<file path="src/sv/grt_div.sv">
module grt_div #(
  parameter int unsigned NUM_W = 32,
  parameter int unsigned DEN_W = 16
) (
  input  logic             clk_i,
  input  logic             rst_ni,
  input  logic             start_i,
  input  logic [NUM_W-1:0] num_i,
  input  logic [DEN_W-1:0] den_i,
  output logic             done_o,
  output logic [NUM_W-1:0] quot_o
);

  localparam int unsigned CNT_W = $clog2(NUM_W);

  logic             busy_q, done_q;
  logic [CNT_W-1:0] cnt_q;
  logic [NUM_W-1:0] num_q;
  logic [DEN_W-1:0] den_q;
  logic [DEN_W-1:0] rem_q;

  logic [DEN_W:0] rem_sh;
  logic           fits;

  assign rem_sh = {rem_q, num_q[NUM_W-1]};
  assign fits   = rem_sh >= {1'b0, den_q};

  always_ff @(posedge clk_i or negedge rst_ni) begin
    if (!rst_ni) begin
      busy_q <= 1'b0;
      done_q <= 1'b0;
      cnt_q  <= '0;
    end else begin
      done_q <= 1'b0;
      if (start_i) begin
        busy_q <= 1'b1;
        cnt_q  <= CNT_W'(NUM_W - 1);
      end else if (busy_q) begin
        cnt_q <= cnt_q - 1'b1;
        if (cnt_q == '0) begin
          busy_q <= 1'b0;
          done_q <= 1'b1;
        end
      end
    end
  end

  always_ff @(posedge clk_i) begin
    if (start_i) begin
      num_q <= num_i;
      den_q <= den_i;
      rem_q <= '0;
    end else if (busy_q) begin
      rem_q <= fits ? DEN_W'(rem_sh - {1'b0, den_q}) : DEN_W'(rem_sh);
      num_q <= {num_q[NUM_W-2:0], fits};
    end
  end

  assign done_o = done_q;
  assign quot_o = num_q;

endmodule

</file>
<file path="config.mk">
export PLATFORM = sky130hd
export DESIGN_NAME = grt_div
export DESIGN_NICKNAME = d
export VERILOG_FILES = /design/src/sv/grt_div.sv
export SDC_FILE = /design/constraint.sdc
export NUM_CORES = 1
export LEC_CHECK = 0
export ABC_AREA = 0
export ABC_CLOCK_PERIOD_IN_PS = 4500
export BUFFER_PORTS_ARGS = -buffer_cell sky130_fd_sc_hd__buf_4
export CAP_MARGIN = 30
export CORE_MARGIN = 2
export CORE_UTILIZATION = 48
export CTS_CLUSTER_SIZE = 20
export DETAILED_ROUTE_END_ITERATION = 12
export PLACE_DENSITY = 0.7
export SLEW_MARGIN = 30
export SYNTH_ARGS = -nofsm -noshare
export SYNTH_HDL_FRONTEND = slang
export SYNTH_SLANG_ARGS = --single-unit
</file>
<file path="constraint.sdc">
create_clock -name clk_i -period 4.5 [get_ports clk_i]
set_input_delay 0.225 -clock clk_i [delete_from_list [all_inputs] [get_ports clk_i]]
set_output_delay 0.225 -clock clk_i [all_outputs]
set_load 0.02 [all_outputs]
</file>
* Word level (Yosys, flattened, before mapping)
Index checks and enable logic that the tools add are counted.
Word-level totals: output and inout port bits 33, input bits 51, flip-flop bits (word level) 71
Cells by class: add/subtract/negate cells 2, magnitude comparators 1, reductions and logical operators 2, multiplexer cells 11
Operators by type and width (count):
- two-way mux 32 bit | 2
- >= comparator 17 x 16 -> 1 bit | 1
- two-way mux 16 bit | 1
- subtractor 16 bit | 1
- two-way mux 5 bit | 2
- two-way mux 1 bit | 6
- zero test 5 bit | 1
- subtractor 5 x 1 -> 5 bit, second input constant | 1
- nonzero test 2 bit | 1

* Logic depth before layout (Yosys ltp)
Gate-level depths: netlist of the first run.
word-level depth 4, mapped depth 10, mapped depth without buffers 10

* Worst setup path after synthesis of the first run
Ideal clock, no wire load.
path kind register -> register, start reg num_q[31] (netlist: quot_o[31]), end reg rem_q[12], cell stages (with the launch flop) 11, library setup time 86 ps, path buffers 0, arrival 2141 ps, path slack 2273 ps, required time 4414 ps, cell sequence edfxtp_1 inv_1 ha_1 fa_1 nor2b_1 o31a_1 nor4_1 o21ai_0 xor2_1 mux2i_1 a211oi_1
On the way: word-level cells in the longest chain between the ends 2
RTL lines:
- from (decl) | line 18 | logic [NUM_W-1:0] num_q;
- from (signal assigned) | line 50 | num_q <= num_i;
- from (signal assigned) | line 55 | num_q <= {num_q[NUM_W-2:0], fits};
- subtractor 16 bit or >= comparator 17 x 16 -> 1 bit (tied branches) | line 54, 26
- two-way mux 16 bit * | line 54 | rem_q <= fits ? DEN_W'(rem_sh - {1'b0, den_q}) : DEN_W'(rem_sh);
- to (signal assigned) | line 54
- to (decl) | line 20 | logic [DEN_W-1:0] rem_q;
Mark *: on every way between the ends. The rest lies on a longest branch, timed or not. A chain may end at the register's enable or synchronous reset.

* Worst setup path after layout of the first run
start reg den_q[10], end reg rem_q[7]
On the way: word-level cells in the longest chain between the ends 2
RTL lines:
- from (decl) | line 19 | logic [DEN_W-1:0] den_q;
- from (signal assigned) | line 51 | den_q <= den_i;
- >= comparator 17 x 16 -> 1 bit | line 26 | assign fits = rem_sh >= {1'b0, den_q};
- two-way mux 16 bit | line 54
No other way between the ends.

==> flow_metrics.env, run 1 <==
export IMPL_diodes=0
export IMPL_crit_arrival_ps=2880
export IMPL_die_area_mm2=0.00863
export IMPL_combPwrFrac_pct=41.8
export IMPL_total_power_mw=2.29
export IMPL_wl_per_cell_um=14.8
export IMPL_clock_latency_ps=350
export IMPL_crit_fanout=20
export IMPL_core_area_mm2=0.00769
export IMPL_seq_area_frac_synth_pct=51.0
export IMPL_critPathRequiredTime_ps=4750
export IMPL_synthCells=323
export IMPL_track_usage_pct=18.1
export IMPL_clkPwrFrac_pct=19.4
export IMPL_start_kind="flip-flop"
export IMPL_finalCritPeriodShare_pct=58.5
export IMPL_cp_slowest_cell="nand3_2"
export IMPL_vias_per_cell=5.28
export IMPL_drt_initial_drc_count=186
export IMPL_setup_worst_path_end_class="flip-flop"
export IMPL_slew_headroom_pct=43.5
export IMPL_netSwitchingPower_uw=832
export IMPL_period_minus_slack_ps=2630
export IMPL_ant_nets=0
export IMPL_crit_buf_inv=1
export IMPL_rows=32
export IMPL_p_int_mw=1.46
export IMPL_path_class="reg -> reg"
export IMPL_postCtsSetupBuffers=0
export IMPL_synth_ff_type="edfxtp_1"
export IMPL_tightest_slew_ps=848
export IMPL_ys_warn_count=0
export IMPL_rsz0062_at_grt="no"
export IMPL_cts_sinks=71
export IMPL_layout_common_cells="buf_4 (84), edfxtp_1 (48), mux2_2 (32), inv_1 (24), nor2_1 (23)"
export IMPL_n_fill_cell=679
export IMPL_place_hpwl_mm=5.20
export IMPL_final_common_cell="buf_4"
export IMPL_drive_above_1_share_pct=35.4
export IMPL_cts_tree="done"
export IMPL_total_leakage_power_nw=1.98
export IMPL_ff_latch_area_mm2=0.00194
export IMPL_setup_viol=0
export IMPL_nets=472
export IMPL_critPathTopFamily="compound AO/OA/AOI/OAI gates"
export IMPL_drv_slew=0
export IMPL_critPathMaxStageDelay_ps=470
export IMPL_skew_ps=9.58
export IMPL_crit_cells=8
export IMPL_max_cap_violations=0
export IMPL_gp_congestion=0.880
export IMPL_synth_area_mm2=0.00379
export IMPL_ctsLongestPathBuffers=2
export IMPL_chipHeight_um=92.9
export IMPL_fmax_mhz=380
export IMPL_grt_max_degree=69
export IMPL_ys_ff_latch=71
export IMPL_hold_depth=1
export IMPL_area_growth_pct=22.5
export IMPL_fin_tns_setup_ps=0
export IMPL_p_seq_share_pct=38.7
export IMPL_die_w_um=92.9
export IMPL_synth_edf_count=48
export IMPL_cts_reportedPaths_clkPinSlew_ps=80
export IMPL_ir_worst_vdd_mv=0.264
export IMPL_hold_violations=0
export IMPL_crit_chain="inv_1, ha_1, a21oi_1, o21ai_0, o21bai_1, nand3_2, and3_4, a2111oi_4"
export IMPL_async_flop_share_pct=9.86
export IMPL_antenna_found_initial=0
export IMPL_final_core_util_pct=60.4
export IMPL_grt_overflow=0
export IMPL_cts_buffers=9
export IMPL_p_sw_share_pct=36.3
export IMPL_firstDrtPassIters=4
export IMPL_clock_root_buffer="clkbuf_8"
export IMPL_drc=0
export IMPL_multiInputGateArea_mm2=0.00168
export IMPL_power_density_mw_per_mm2=493
export IMPL_grt_pass1_wl_mm=12.1
export IMPL_io_buffers=83
export IMPL_netlist_cell_type_count=52
export IMPL_status="finished, final reports clean"
export IMPL_grt_pass1_vias=2595
export IMPL_whs_ps=49.0
export IMPL_postSynthAreaPerCell_um2=11.7
export IMPL_route_vias_total=2689
export IMPL_ff2ff_path_depth=8
export IMPL_start_util_pct=49.4
export IMPL_totalWireLength_mm=7.51
export IMPL_syn_num_nets=393
export IMPL_hold_path_class="in -> reg"
export IMPL_htreeDepth=3
export IMPL_ios=84
export IMPL_post_cts_resized=0
[power by group through the flow]
stage / Sequential, mW / Combinational [mW] / Clock, mW
CTS: 0.888 / 0.960 / 0.461
global placement: 0.899 / 0.942 / 0
floorplan: 0.930 / 0.716 / 0
detailed placement: 0.900 / 0.955 / 0
global route: 0.904 / 1.06 / 0.488
finish: 0.888 / 0.959 / 0.446
[final cells by class]
type / count / share of cell area [%]
clock buffers: 10 / 2.75
clock inverters: 6 / 0.808
inverters: 25 / 2.02
multi-input cells: 210 / 36.2
flip-flops and latches: 71 / 41.7
well taps: 102 / 2.75
repair buffers: 85 / 13.8
[stage by stage]
step                      area (µm²)  instances  worst slack, ps
after floorplan                 3790        323             2270
after global placement          4470        492             1600
after detailed placement        4470        492             1520
after CTS                       4640        509             1510
after global routing            4650        509             1700
final                           4650        509             1870
[cell families (layout without fill, tap and decap cells)]
| logic type | count (synthesis) | after routing | synth area share [%] |
|---|---|---|---|
| adder cells (fa/ha/maj) | 19 | 19 | 6.46 |
| buffers and inverters | 42 | 126 | 4.75 |
| XOR/XNOR | 17 | 17 | 3.92 |
| multiplexers | 43 | 43 | 12.4 |
| AO/OA/AOI/OAI | 62 | 62 | 12.5 |
| flip-flops | 71 | 71 | 51.0 |
| AND/OR/NAND/NOR | 69 | 69 | 8.94 |
[flip-flops by register name, indices dropped and copies added (netlist names)]
register  flops
den_q        16
rem_q        16
done_o        1
busy_q        1
quot_o       32
cnt_q         5
[worst reg2reg max path: stages, from the launching register on]
cell	delay, ps
edfxtp_1	320
inv_1	40
ha_1	370
a21oi_1	340
o21ai_0	130
o21bai_1	230
nand3_2	470
and3_4	390
a2111oi_4	250
[per-layer routing]
metal  wire [µm]  up-vias  GRT usage (%)  part of all wire (%)
li1            -     1337              -                     -
met1        3310     1281           24.0                    44
met2        3700       63           27.9                    49
met3         419        8           5.29                   5.6
met4          86        0           7.23                   1.1
met5           0        -              0                     0
[cell usage after synthesis (4+ instances only)]
library cell | n | area (µm²)
a211oi_1 | 12 | 90.1
a21o_1 | 4 | 30.0
a21oi_1 | 9 | 45.0
and3_1 | 4 | 25.0
clkbuf_1 | 10 | 37.5
dfrtp_1 | 7 | 175
dfxtp_1 | 16 | 320
edfxtp_1 | 48 | 1440
ha_1 | 18 | 225
inv_1 | 24 | 90.1
mux2_2 | 32 | 360
mux2i_1 | 10 | 100
nand2_1 | 16 | 60.1
nand3_1 | 8 | 40.0
nor2_1 | 23 | 86.3
nor3b_1 | 4 | 30.0
o21ai_0 | 10 | 50.1
o21bai_1 | 4 | 30.0
xnor2_1 | 10 | 87.6
xor2_1 | 7 | 61.3
[repair_timing]
| item | in CTS | in global routing |
|---|---|---|
| hold buffers | 1 | 0 |
| setup endpoints to repair | 0 | 0 |
| endpoints found under the hold margin | 7 | 0 |
[final timing paths]
check                           slack (ps)         to      start
worst max-delay path                  1870   rem_q[7]  den_q[10]
worst min-delay path                    50   den_q[8]   den_i[8]
worst max register to register        1870   rem_q[7]  den_q[10]
worst min register to register         490  rem_q[13]  rem_q[13]
max in group asynchronous             4150     busy_q     rst_ni
min in group asynchronous              220   cnt_q[0]     rst_ni
Power figures use the tool's default switching activity.
==> inputs of run 2 (changes only) <==
- ABC_CLOCK_PERIOD_IN_PS: 4500 -> 2400
- PLACE_DENSITY: 0.7 -> 0.73
- clock period: 4.5 -> 2.4 ns (I/O delays scaled with it)
==> run 2 against run 1 <==
  * Die area stayed put
  * Non-clock buffer count is 25 higher
  * Sequential power is 88% higher
  * Combinational power is 100% higher
  * Total power is 98% higher
  * Final cell count is 4.9% higher
  * Sequential share of layout area is 2.3 points lower
  * Routed wire length is 6.8% higher
==> flow_metrics.env, run 2 (synthesis gave the netlist of run 1 again) <==
export IMPL_fmax_mhz=437
export IMPL_place_hpwl_mm=5.69
export IMPL_area_growth_pct=29.7
export IMPL_status="finished, final reports clean"
export IMPL_setup_viol=0
export IMPL_firstDrtPassIters=4
export IMPL_crit_fanout=5
export IMPL_io_buffers=83
export IMPL_skew_ps=10.5
export IMPL_track_usage_pct=19.1
export IMPL_ant_nets=0
export IMPL_route_vias_total=2865
export IMPL_max_cap_violations=0
export IMPL_die_area_mm2=0.00863
export IMPL_fin_tns_setup_ps=0
export IMPL_instances_no_fill=534
export IMPL_cts_reportedPaths_clkPinSlew_ps=80
export IMPL_ctsLongestPathBuffers=2
export IMPL_cts_sinks=71
export IMPL_gp_congestion=0.890
export IMPL_antenna_found_initial=0
export IMPL_slew_headroom_pct=64.5
export IMPL_grt_overflow=0
export IMPL_timing_rr_start="quot_o[31]"
export IMPL_drv_slew=0
export IMPL_start_kind="flip-flop"
export IMPL_placed_cells=499
export IMPL_chipHeight_um=92.9
export IMPL_n_fill_cell=647
export IMPL_fin_ws_ps=113
export IMPL_tightest_slew_ps=533
export IMPL_final_common_cell="buf_4"
export IMPL_start_util_pct=49.4
export IMPL_cts_buffers=9
export IMPL_vias_per_cell=5.37
export IMPL_power_density_mw_per_mm2=922
export IMPL_hold_path_class="in -> reg"
export IMPL_core_area_mm2=0.00769
export IMPL_hold_violations=0
export IMPL_finalCritPeriodShare_pct=95.3
export IMPL_drive_above_1_share_pct=36.3
export IMPL_layout_common_cells="buf_4 (92), edfxtp_1 (48), mux2_2 (32), inv_1 (24), nor2_1 (23)"
export IMPL_clock_root_buffer="clkbuf_8"
export IMPL_wl_per_cell_um=15.0
export IMPL_clock_latency_ps=350
export IMPL_period_minus_slack_ps=2290
export IMPL_crit_arrival_ps=2540
export IMPL_grt_pass1_wl_mm=12.8
export IMPL_totalWireLength_mm=8.02
export IMPL_nets=497
export IMPL_drc=0
export IMPL_htreeDepth=3
export IMPL_path_class="reg -> reg"
export IMPL_grt_max_degree=45
export IMPL_ir_worst_vdd_mv=0.444
export IMPL_cts_tree="done"
export IMPL_ios=84
export IMPL_diodes=0
export IMPL_drt_initial_drc_count=108
export IMPL_rsz0062_at_grt="yes"
export IMPL_cp_startpoint="quot_o[31]"
export IMPL_hp_start="num_i[6]"
export IMPL_die_w_um=92.9
export IMPL_whs_ps=62.6
export IMPL_grt_pass1_vias=2803
export IMPL_critPathRequiredTime_ps=2660
export IMPL_final_core_util_pct=64.0
export IMPL_pre_cts_slack_ps=100
export IMPL_setup_worst_path_end_class="flip-flop"
export IMPL_rows=32
export IMPL_total_leakage_power_nw=2.10
export IMPL_largest_reg_flops=32
==> run 2: final cells by class <==
type / count / area (µm²) / share of cell area [%]
sequential: 71 / 1940 / 39.3
multi-input combinational: 210 / 1700 / 34.5
timing repair buffer: 110 / 871 / 17.7
clock buffer: 10 / 128 / 2.59
tap: 102 / 128 / 2.59
inverter: 25 / 93.8 / 1.91
clock inverter: 6 / 70.1 / 1.42
==> run 2: path summary, 6_finish.rpt <==
check	slack, ps	cells after the start	end
worst max-delay path	110	10	rem_q[14]
worst min-delay path	60	2	quot_o[6]
worst max register to register	110	10	rem_q[14]
worst min register to register	510	2	rem_q[2]
max in group asynchronous	2160	2	cnt_q[4]
min in group asynchronous	110	2	busy_q
==> run 2: report_power, final <==
part	leakage [nW]	internal, mW	switching, mW
registers	0.698	1.53	0.137
clock network	0.0891	0.485	0.466
logic	1.32	0.929	0.994
total	2.10	2.94	1.60
==> run 2: per-stage QoR <==
stage	area, µm²	power, mW
after floorplan	3790	3.09
after global placement	4520	3.49
after detailed placement	4520	3.54
after CTS	4900	4.52
after global routing	4920	4.81
final	4920	4.54
==> run 2: layer usage <==
metal  vias to the layer above  global-route usage (%)  wire (µm)
met1                      1368                    24.3       3540
met3                        16                    4.64        381
met5                         -                       0          0
met2                        82                    31.0       3920
met4                         0                    8.33        189
li1                       1399                       -          -
==> run 2: repair_timing <==
item / in CTS / in global routing
gates resized for setup: 0 / 6
hold endpoints to repair: 24 / 0
endpoints found under the setup margin: 0 / 6
hold buffers: 18 / 0
buffers inserted: 0 / 1
==> run 2: critical path: stages (launching register included) <==
cell and delay [ps]:
edfxtp_1 380, inv_1 90, ha_1 180, fa_2 230, nor2b_2 50, o31a_1 350
a211oi_1 350, o21bai_1 120, xor2_1 130, mux2i_1 80, a211oi_1 240
