<file path="src/sv/grt_sqrt.sv">
module grt_sqrt #(
  parameter int unsigned IN_W = 32,
  localparam int unsigned OUT_W = IN_W / 2
) (
  input  logic             clk_i,
  input  logic             rst_ni,
  input  logic             start_i,
  input  logic [IN_W-1:0]  radicand_i,
  output logic             done_o,
  output logic [OUT_W-1:0] root_o
);

  localparam int unsigned CNT_W = $clog2(OUT_W);

  logic             busy_q, done_q;
  logic [CNT_W-1:0] cnt_q;
  logic [IN_W-1:0]  rad_q;
  logic [OUT_W:0]   rem_q;
  logic [OUT_W-1:0] root_q;

  logic [OUT_W+2:0] rem_sh, trial;
  logic             fits;

  assign rem_sh = {rem_q, rad_q[IN_W-1 -: 2]};
  assign trial  = {1'b0, root_q, 2'b01};
  assign fits   = rem_sh >= trial;

  always_ff @(posedge clk_i or negedge rst_ni) begin
    if (!rst_ni) begin
      busy_q <= 1'b0;
      done_q <= 1'b0;
      cnt_q  <= '0;
    end else begin
      done_q <= 1'b0;
      if (start_i) begin
        busy_q <= 1'b1;
        cnt_q  <= CNT_W'(OUT_W - 1);
      end else if (busy_q) begin
        cnt_q <= cnt_q - 1'b1;
        if (cnt_q == '0) begin
          busy_q <= 1'b0;
          done_q <= 1'b1;
        end
      end
    end
  end

  always_ff @(posedge clk_i) begin
    if (start_i) begin
      rad_q  <= radicand_i;
      rem_q  <= '0;
      root_q <= '0;
    end else if (busy_q) begin
      rad_q  <= rad_q << 2;
      rem_q  <= fits ? (OUT_W+1)'(rem_sh - trial) : (OUT_W+1)'(rem_sh);
      root_q <= {root_q[OUT_W-2:0], fits};
    end
  end

  assign done_o = done_q;
  assign root_o = root_q;

endmodule

</file>
<file path="config.mk">
export PLATFORM = sky130hd
export DESIGN_NAME = grt_sqrt
export DESIGN_NICKNAME = d
export VERILOG_FILES = /design/src/sv/grt_sqrt.sv
export SDC_FILE = /design/constraint.sdc
export NUM_CORES = 1
export LEC_CHECK = 0
export BUFFER_PORTS_ARGS = -buffer_cell sky130_fd_sc_hd__buf_2
export CAP_MARGIN = 10
export CORE_UTILIZATION = 56
export CTS_CLUSTER_DIAMETER = 80
export DETAILED_ROUTE_END_ITERATION = 7
export GPL_ROUTABILITY_DRIVEN = 0
export HOLD_SLACK_MARGIN = 0.06
export PLACE_DENSITY_LB_ADDON = 0.05
export SLEW_MARGIN = 0
export SYNTH_ARGS = -nofsm -noshare
export SYNTH_HDL_FRONTEND = slang
export SYNTH_SLANG_ARGS = --single-unit
</file>
<file path="constraint.sdc">
create_clock -name clk_i -period 3.4 [get_ports clk_i]
set_input_delay 0.34 -clock clk_i [delete_from_list [all_inputs] [get_ports clk_i]]
set_output_delay 0.34 -clock clk_i [all_outputs]
set_load 0.02 [all_outputs]
</file>
# Word-level counts from Yosys, hierarchy flattened
# Cells that the tools add are included.
word_totals:
  ff_bits: 71
  input_bits: 35
  out_inout_bits: 17
  word_cells: 22
op_classes:
  n_addsub: 2
  order_cmp: 1
  muxes: 11
  n_reduce_logical: 2
ops:
  columns: ["cell", "count"]
  rows:
  - ["2-to-1 mux 32 bit", 2]
  - ["greater-or-equal comparator 19 x 18 -> 1 bit", 1]
  - ["2-to-1 mux 17 bit", 1]
  - ["subtractor 17 bit", 1]
  - ["2-to-1 mux 4 bit", 2]
  - ["2-to-1 mux 1 bit", 6]
  - ["zero test 4 bit", 1]
  - ["subtractor 4 x 1 -> 4 bit, second input constant", 1]
  - ["nonzero test 2 bit", 1]

# Logic depth before layout (Yosys ltp)
# Gate-level depths: netlist of run 1.
logic_depth:
  ltp_word: 4
  ltp_mapped: 11

# Worst setup path before layout of run 1
# Ideal clock, no wire load.
synth_timing:
  path_kind: "flip-flop to flip-flop"
  start: "register root_q[0] (netlist: root_o[0])"
  end: "register rem_q[13]"
  t_arrival_ns: 2.416
  required_ns: 3.278
  setup_slack_ns: 0.862
  stages_incl_launch_ff: 10
  n_path_buf: 0
  period_less_slack_ns: 2.538
  cell_sequence: "dfxtp_1 > inv_1 > ha_1 > o211ai_1 > o21ai_0 > or4b_2 > o211ai_1 > xnor2_1 > nor3_1 > a311o_1"
synth_via:
  elab_chain_len: 2
synth_rtl:
  columns: ["item", "line_no", "source"]
  rows:
  - ["start, declared", "19", "logic [OUT_W-1:0] root_q;"]
  - ["start signal, assigned", "56", "root_q <= {root_q[OUT_W-2:0], fits};"]
  - ["subtractor 17 bit or greater-or-equal comparator 19 x 18 -> 1 bit (tied branches)", "55, 26", null]
  - ["2-to-1 mux 17 bit (*)", "55", "rem_q <= fits ? (OUT_W+1)'(rem_sh - trial) : (OUT_W+1)'(rem_sh);"]
  - ["end signal, assigned", "55", null]
  - ["end, declared", "18", "logic [OUT_W:0] rem_q;"]
# Every way passes the cells marked *; elsewhere a longest branch is shown, timed or not.
# A chain may end at the register's enable or synchronous reset.

# Worst setup path after layout of run 1
layout_timing:
  start: "register root_q[6] (netlist: root_o[6])"
  end: "register rem_q[12]"
# The elaborated chain is that of the path after synthesis.

==> results of run 1 <==
layer usage:
layer / track usage [%] / share of wire, % / wire [µm] / vias to the layer above
met1: 27.61 / 45 / 3483 / 1388
met2: 39.47 / 49 / 3750 / 64
met5: 0 / 0 / 0 / -
met4: 8.475 / 2.3 / 175 / 0
li1: - / - / - / 1430
met3: 5.447 / 3.7 / 287 / 19
state kept, by name (all words and copies together) (netlist names):
signal  count
done_o      1
rad_q      32
busy_q      1
cnt_q       4
root_o     16
rem_q      17
synth_stat cells, drive strengths merged, types with 2 or more instances:
cell type and instances:
a211oi 14, a21o 4, a21oi 17, a311o 3, a31oi 2, and2 5
and3 2, buf 3, clkbuf 15, dfrtp 6, dfxtp 33, edfxtp 32
ha 19, inv 24, mux2 30, mux2i 25, nand2 26, nand2b 3
nand3 4, nand4 4, nor2 38, nor3 11, nor4 2, o211ai 3
o21a 2, o21ai 14, o221ai 2, o22ai 2, xnor2 8, xor2 7
power by group through the flow:
stage	registers (µW)	logic (µW)	clock network, µW
floorplan	1120	1370	0
global placement	1130	1630	0
detailed placement	1140	1670	0
CTS	1120	1690	898
global route	1140	1870	929
finish	1120	1700	884
area by class of cell:
cell class	count	area, µm²
clock inverter	6	133.9
multi-input combinational	258	1907
clock buffer	10	127.6
fill	538	2079
sequential	71	1773
tap	77	96.34
timing repair buffer	55	287.8
inverter	24	90.09
final timing paths:
check | startpoint | endpoint | cells past startpoint | slack (ns)
min reg2reg | rem_q[11] | rem_q[11] | 2 | 0.51
max reg2reg | root_o[6] | rem_q[12] | 9 | 0.56
max | root_o[6] | rem_q[12] | 9 | 0.56
min in group asynchronous | rst_ni | cnt_q[3] | 2 | 0.34
max in group asynchronous | rst_ni | busy_q | 2 | 2.89
min | radicand_i[1] | rad_q[1] | 2 | 0.28
through the flow:
step / hold WS (ns) / power (µW) / utilization [%] / cells / area, µm²
final: 0.2773 / 3705 / 67.98 / 501 / 4415
after global routing: 0.2712 / 3931 / 67.98 / 501 / 4415
after CTS: 0.2593 / 3710 / 67.98 / 501 / 4415
after detailed placement: 0.1714 / 2801 / 63.80 / 484 / 4144
after global placement: 0.1692 / 2765 / 63.80 / 484 / 4144
after floorplan: 0.04441 / 2492 / - / 371 / 3849
kinds of logic (layout without fill, tap and decap cells):
| group | count (synthesis) | after routing |
|---|---|---|
| flops | 71 | 71 |
| xor+xnor | 15 | 15 |
| simple gates | 100 | 100 |
| fa+ha+maj | 19 | 19 |
| compound gates | 69 | 69 |
| buf+inv | 42 | 95 |
| mux | 55 | 55 |
worst max-delay path, stage by stage, from the launching register on:
cell and delay [ns]:
dfxtp_1 0.37, inv_1 0.06, ha_1 0.38, a21oi_1 0.11, o21ai_0 0.41, a31oi_4 0.07
o31a_1 0.30, o21ai_4 0.52, o311ai_1 0.25, a311oi_2 0.27
repair_timing:
item	in CTS	in global routing
hold endpoints to repair	6	0
hold buffers	1	0
endpoints found under the setup margin	0	0
==> impl_metrics.tcl, run 1 <==
set metrics [dict create \
    layout_commonest_cell "buf_2" \
    cts_sinks 71 \
    antenna_found_initial 0 \
    dieHeight_um 84.90 \
    synth_nets 425 \
    maxSlewViolCount 0 \
    violations "design-rule violations" \
    ir_drop_uv 381.9 \
    synth_area_leader_cell "edfxtp_1" \
    die_area_um2 7208 \
    clk-insertion-delay-late_ns 0.34 \
    synthSimpleGateAreaFrac_pct 12.00 \
    grt.overflow.total 0 \
    htreeDepth 3 \
    worstSetupPathType "reg2reg" \
    period_share_pct 83.38 \
    finalHoldViolations 0 \
    synth_area_leaders "edfxtp_1 25%, dfxtp_1 17%, mux2_2 8.8%" \
    placeableCoreArea_um2 6495 \
    drive_gt1_share_pct 25.24 \
    synth-xor-area-share_pct 3.414 \
    area_delta_synth_final_pct 14.73 \
    num_antenna_cells 0 \
    synth_edf_count 32 \
    vias 2901 \
    ant_nets 0 \
    yosysUniqueCellTypes 48 \
    ios 52 \
    synth_compound_area_share_pct 12.68 \
    drt_iter0_markers 137 \
    cts_buffers 9 \
    setup_tns_ns 0 \
    worst_setup_path_start_kind "flop" \
    min_period_ns 2.835 \
    seq_area_frac_synth_pct 46.03 \
    cts_resized 0 \
    drc 1 \
    routed_wl_um 7696 \
    p_int_uw 2342 \
    dpl.hpwl_um 5269 \
    muxShareOfSynthArea_pct 15.28 \
    endpoint_kind "flop" \
    critPathArrivalTime_ns 3.10 \
    synthAdderAreaFrac_pct 6.177 \
    switching_share_pct 36.78 \
    ys_ff_latch 71 \
    combinationalPowerShare_pct 45.9 \
    finClkSkew_ns 0.01150 \
    grt_max_degree 65 \
    grt_usage_pct 22.76 \
    netlist_instances 371 \
    wl_per_cell_um 15.36 \
    grt_first_pass_wirelength_um 12810 \
    synth_top_family_by_area "multiplexers" \
    max_cap_viol_count 0 \
    start_util_pct 59.26 \
    cts_tree "yes" \
    fmax_mhz 352.7 \
    post_cts_buffers 0 \
    grt_setup_unrepaired "no" \
    tightest_slew_ns 0.7357 \
    crit_required_ns 3.66 \
    p_seq_share_pct 30.2 \
    synth_top_area_share_pct 24.97 \
    post-place-ws_ns 0.5951 \
    clockRootBuffer "clkbuf_8" \
    p_leak_uw 0.001987 \
    dieWidth_um 84.90 \
    crit_fanout 16 \
    synth_warnings 0 \
    dr.pass1.iters 6 \
    status "finished with violations" \
    synth_ff_type "dfxtp_1" \
    setup_viol 0 \
    p_sw_uw 1363 \
    relSlewSlack_pct 50.95 \
    clkPwrFrac_pct 23.8 \
    port_buffers 51 \
    layout_common_cells "51 x buf_2, 38 x nor2_1, 33 x dfxtp_1, 32 x edfxtp_1, 30 x mux2_2" \
    async_reset_ff_share_pct 8.451 \
    viasPerCell 5.790 \
    power.density_nw_per_um2 839.1 \
    cts_buffer_depth 2 \
    grt_pass1_vias 2882 \
    hold_class "in2reg" \
    clkSlewWorstSetupHoldPaths_ns 0.08 \
    rows 29 \
    synth.avg_cell_area_um2 10.37 \
    nNetsFinal 473 \
    syn_area_um2 3849 \
    worst_slack_ns 0.5649 \
]
Power figures use the tool's default switching activity.
==> run 2, diff against run 1 <==
ABC_AREA = 1   (was not set)
clock period = 2.8 ns   (was 3.4 ns; I/O delays follow)
==> run 2 against run 1 <==
Net effect: the flow now finishes without violations; global-route usage grew 3.6 points; clock power grew 17%; non-clock buffer count grew 1; combinational power grew 52%; largest cell class unchanged; largest power group unchanged.
==> impl_metrics.tcl, run 2 <==
set metrics [dict create \
    grt_pass1_vias 3438 \
    fill_cells 615 \
    viasPerCell 5.177 \
    fmax_mhz 449.8 \
    async_reset_ff_share_pct 8.451 \
    setup_viol 0 \
    synth_area_leader_cell "edfxtp_1" \
    min_period_ns 2.223 \
    antenna_found_initial 0 \
    clkSlewWorstSetupHoldPaths_ns 0.09 \
    ant_nets 0 \
    crit_family "simple AND/OR/NAND/NOR gates" \
    power.density_nw_per_um2 1052 \
    endpoint_kind "flop" \
    grt.overflow.total 0 \
    timing.critical_path.cells "inv_1, ha_1, a21oi_1, a21oi_2, nor2_4, nand2_8, nand2_2, nor2_1, nor2_1, nor2_1" \
    p_seq_share_pct 27.2 \
    rows 30 \
    layout_commonest_cell "nand2_1" \
    largest_reg_flops 32 \
    tightest_slew_ns 0.5621 \
    finClkSkew_ns 0.01009 \
    cts_tree "yes" \
    synth.avg_cell_area_um2 7.435 \
    port_buffers 51 \
    syn_area_um2 4141 \
    die_area_um2 7743 \
    worst_setup_path_start_kind "flop" \
    synth_top_area_share_pct 23.20 \
    dpl.hpwl_um 6696 \
    p_leak_uw 0.002462 \
    synth_warnings 0 \
    grt_first_pass_wirelength_um 15590 \
    dr.pass1.iters 5 \
    start_util_pct 59.32 \
    grt_max_degree 38 \
    dieWidth_um 88.00 \
    crit_path_frequent_cell "nor2_1" \
    p_sw_uw 2225 \
    yosysMostFrequentCell "nand2_1" \
    netlist_instances 557 \
    synth_nets 611 \
    cts_buffers 9 \
    crit_required_ns 3.04 \
    synth_area_leaders "edfxtp_1 23%, nand2_1 20%, dfxtp_1 16%" \
    combinationalPowerShare_pct 52.0 \
    yosysUniqueCellTypes 34 \
    htreeDepth 3 \
    synth_edf_count 32 \
    max_stage_delay_ns 0.39 \
    drc 0 \
    hold_class "in2reg" \
    grt_setup_unrepaired "no" \
    relSlewSlack_pct 62.49 \
    synth_common_cells "216 x nand2_1, 71 x inv_1, 39 x nor2_1" \
    path_buf_inv 1 \
    ios 52 \
    cp_slowest_cell "ha_1" \
    dieHeight_um 88.00 \
    finalHoldViolations 0 \
    wl_per_cell_um 13.03 \
    synth_ff_type "dfxtp_1" \
    p_int_uw 2737 \
    ir_drop_uv 415.0 \
    layout_common_cells "216 x nand2_1, 71 x inv_1, 51 x buf_2, 39 x nor2_1, 33 x dfxtp_1" \
    crit_fanout 16 \
    drt_iter0_markers 268 \
    ys_ff_latch 71 \
    regMostFlops "rad_q" \
    area_delta_synth_final_pct 13.87 \
    clockRootBuffer "clkbuf_8" \
    cts_resized 0 \
    placeableCoreArea_um2 6982 \
    maxSlewViolCount 0 \
    num_antenna_cells 0 \
    seq_area_frac_synth_pct 42.78 \
    grt_usage_pct 26.38 \
    setup_tns_ns 0 \
    routed_wl_um 9213 \
    critPathArrivalTime_ns 2.46 \
    vias 3660 \
    status "finished clean" \
    clk-insertion-delay-late_ns 0.36 \
    hold_ws_ns 0.1782 \
    nNetsFinal 660 \
    drive_gt1_share_pct 15.55 \
    cts_sinks 71 \
    worstSetupPathType "reg2reg" \
    period_share_pct 79.40 \
    max_cap_viol_count 0 \
    clkPwrFrac_pct 20.8 \
    switching_share_pct 44.85 \
    cts_buffer_depth 2 \
]
run 2: changes by cell type after synthesis, moves of 14 or more:
cell and delta:
mux2i_1 -25, a211oi_1 -14, nand4_1 +14, nand2_1 +190, nand3_1 +26, mux2_2 -30
inv_1 +47
run 2: worst min-delay path: cells and delay by family:
kind / cells / cell delay, ns
AND/OR/NAND/NOR: 1 / 0.04
buffers and inverters: 2 / 0.11
run 2: power by group through the flow:
stage / logic [µW] / registers, µW / clock network (µW)
4_1_cts: 2550 / 1350 / 1040
6_report: 2580 / 1350 / 1030
5_1_grt: 2920 / 1360 / 1080
3_3_place_gp: 2470 / 1360 / 0
2_1_floorplan: 2090 / 1340 / 0
3_5_place_dp: 2520 / 1370 / 0
run 2: final cells by class:
class / instances / area (µm²) / share of cell area [%]
repair buffers: 56 / 307.8 / 6.527
flip-flops and latches: 71 / 1772 / 37.57
clock inverters: 7 / 120.1 / 2.547
multi-input cells: 394 / 1994 / 42.29
well taps: 96 / 120.1 / 2.547
clock buffers: 9 / 123.9 / 2.627
inverters: 74 / 277.8 / 5.890
run 2: cell families (layout without fill, tap and decap cells):
kind of cell    Yosys count  after routing  share of synthesized area [%]
xor+xnor                  7              7                          1.480
simple gates            333            333                          35.56
buf+inv                  92            146                          9.064
compound gates           35             35                          5.378
fa+ha+maj                19             19                          5.740
flops                    71             71                          42.78
run 2: timing repair:
item | in CTS | in global routing
setup buffers | 0 | 0
hold buffers | 1 | 0
hold endpoints to repair | 6 | 0
run 2: worst paths after layout:
check                         startpoint        end  slack [ns]  depth (start not counted)
max                           root_o[12]  rem_q[16]        0.58                         10
min                        radicand_i[1]   rad_q[1]        0.18                          3
max reg2reg                   root_o[12]  rem_q[16]        0.58                         10
min reg2reg                     rem_q[1]   rem_q[1]        0.49                          2
max in group asynchronous         rst_ni   cnt_q[0]        2.40                          2
min in group asynchronous         rst_ni   cnt_q[3]        0.26                          2
run 2: per-stage QoR:
step                      total power [µW]  area, µm²  setup slack [ns]  instances  utilization [%]
after floorplan                       3438       4141            0.5920        557                -
after global routing                  5368       4716            0.4046        707            67.54
after global placement                3835       4462            0.7175        690            63.91
after detailed placement              3888       4462            0.6223        690            63.91
final                                 4962       4716            0.5769        707            67.54
after CTS                             4936       4716            0.6026        707            67.54
run 2: routing by layer:
layer  up-vias  global-route usage (%)  part of all wire (%)
met5         -                       0                     0
met4         0                   11.18                   3.0
met2       114                   43.06                    46
li1       1882                       -                     -
met3        29                   5.655                   4.6
met1      1635                   33.89                    46
==> run 3, diff against run 2 <==
clock period = 2.3 ns   (was 2.8 ns; I/O delays follow)
==> run 3 against run 2 <==
Net effect: design area grew 0.24%; sequential share of layout area shrank 0.089 points; combinational power grew 27%; setup slack lost 0.42 ns; flip-flop and latch count is the same; sequential power grew 21%; clock power shrank 14%; register-to-register slack lost 0.42 ns; utilization grew 0.16 points; largest power group unchanged.
==> impl_metrics.tcl, run 3 (synthesis results as in run 2) <==
set metrics [dict create \
    cts_tree "yes" \
    finClkSkew_ns 0.01446 \
    port_buffers 51 \
    dieHeight_um 88.00 \
    hold_class "in2reg" \
    tightest_slew_ns 0.6829 \
    drive_gt1_share_pct 16.96 \
    wl_per_cell_um 12.61 \
    rows 30 \
    fmax_mhz 466.2 \
    area_delta_synth_final_pct 14.14 \
    placeableCoreArea_um2 6982 \
    htreeDepth 3 \
    crit_fanout 16 \
    clkSlewWorstSetupHoldPaths_ns 0.08 \
    ios 52 \
    p_total_uw 5812 \
    max_stage_delay_ns 0.39 \
    layout_common_cells "216 x nand2_1, 71 x inv_1, 51 x buf_2, 38 x nor2_1, 33 x dfxtp_1" \
    worst_setup_path_start_kind "flop" \
    p_leak_uw 0.002464 \
    crit_required_ns 2.51 \
    maxSlewViolCount 0 \
    num_antenna_cells 0 \
    grt_max_degree 38 \
    die_area_um2 7743 \
    crit_path_frequent_cell "nor2_1" \
    layout_commonest_cell "nand2_1" \
    setup_tns_ns 0 \
    period_share_pct 93.25 \
    grt_pass1_vias 3350 \
    cp_slowest_cell "ha_1" \
    nNetsFinal 668 \
    ant_nets 0 \
    endpoint_kind "flop" \
    viasPerCell 5.064 \
    crit_family "simple AND/OR/NAND/NOR gates" \
    worstSetupPathType "reg2reg" \
    dpl.hpwl_um 6688 \
    antenna_found_initial 0 \
    cts_buffers 9 \
    finalHoldViolations 0 \
    status "finished clean" \
    grt_usage_pct 25.45 \
    setup_viol 0 \
    timing.critical_path.cells "inv_1, ha_1, nand2_2, inv_1, a21oi_2, nand3_2, nand2_8, nand2_8, nand2_2, nor2_1, nor2_1, nor2_1" \
    ir_drop_uv 452.4 \
    grt_first_pass_wirelength_um 15050 \
    cts_sinks 71 \
    start_util_pct 59.32 \
    max_cap_viol_count 0 \
    clk-insertion-delay-late_ns 0.35 \
    routed_wl_um 9016 \
    grt.overflow.total 0 \
    grt_setup_unrepaired "no" \
    cts_buffer_depth 2 \
    regMostFlops "rad_q" \
    dieWidth_um 88.00 \
    path_buf_inv 2 \
    relSlewSlack_pct 54.42 \
    power.density_nw_per_um2 1230 \
    dr.pass1.iters 6 \
    fill_cells 670 \
    largest_reg_flops 32 \
    min_period_ns 2.145 \
    vias 3621 \
    critPathArrivalTime_ns 2.36 \
    clockRootBuffer "clkbuf_8" \
    drc 0 \
    drt_iter0_markers 251 \
]
-- run 3: where the power goes --
group | total (µW) | switching [µW] | internal, µW
clock | 890 | 469 | 421
combinational | 3280 | 2070 | 1210
sequential | 1640 | 134 | 1510
total | 5810 | 2670 | 3140
-- run 3: through the flow --
step                      utilization [%]  setup WS, ns  cell area, µm²  hold slack (ns)  std cells
final                               67.71        0.1552            4727           0.1438        715
after global routing                67.71      0.005281            4727           0.1302        715
after CTS                           66.79       0.09234            4663           0.1271        709
after detailed placement            64.12        0.1205            4477          0.06168        692
after global placement              64.12        0.1983            4477          0.05637        692
after floorplan                         -        0.1420            4141         -0.06559        557
-- run 3: worst paths after layout --
kind	startpoint	end	depth (start not counted)	slack, ns
max reg2reg	root_o[8]	rem_q[15]	12	0.16
max in group asynchronous	rst_ni	busy_q	2	1.90
min	radicand_i[1]	rad_q[1]	3	0.14
min reg2reg	cnt_q[3]	cnt_q[3]	1	0.49
min in group asynchronous	rst_ni	cnt_q[0]	2	0.25
max	root_o[8]	rem_q[15]	12	0.16
-- run 3: final cells by class --
| type | instances | area (µm²) | area share, % |
|---|---|---|---|
| Clock inverter | 5 | 35.03 | 0.7411 |
| Multi-Input combinational cell | 394 | 2013 | 42.59 |
| Clock buffer | 11 | 141.4 | 2.991 |
| Sequential cell | 71 | 1772 | 37.48 |
| Tap cell | 96 | 120.1 | 2.541 |
| Timing Repair Buffer | 64 | 367.9 | 7.782 |
| Inverter | 74 | 277.8 | 5.876 |
-- run 3: tightest hold or removal path, stage by stage --
cell and delay, ns:
buf_2 0.07, nand2_1 0.04, inv_1 0.04
-- run 3: metal layers --
metal / track usage (%) / vias up / wire (µm)
li1: - / 1902 / -
met4: 8.048 / 0 / 129
met3: 6.315 / 14 / 500
met2: 41.86 / 102 / 4194
met1: 32.96 / 1603 / 4191
met5: 0 / - / 0
-- run 3: timing repair --
item,in CTS,in global routing
gates resized for setup,0,4
setup endpoints to repair,0,5
hold buffers,1,0
endpoints found under the hold margin,6,0
setup buffers,0,6
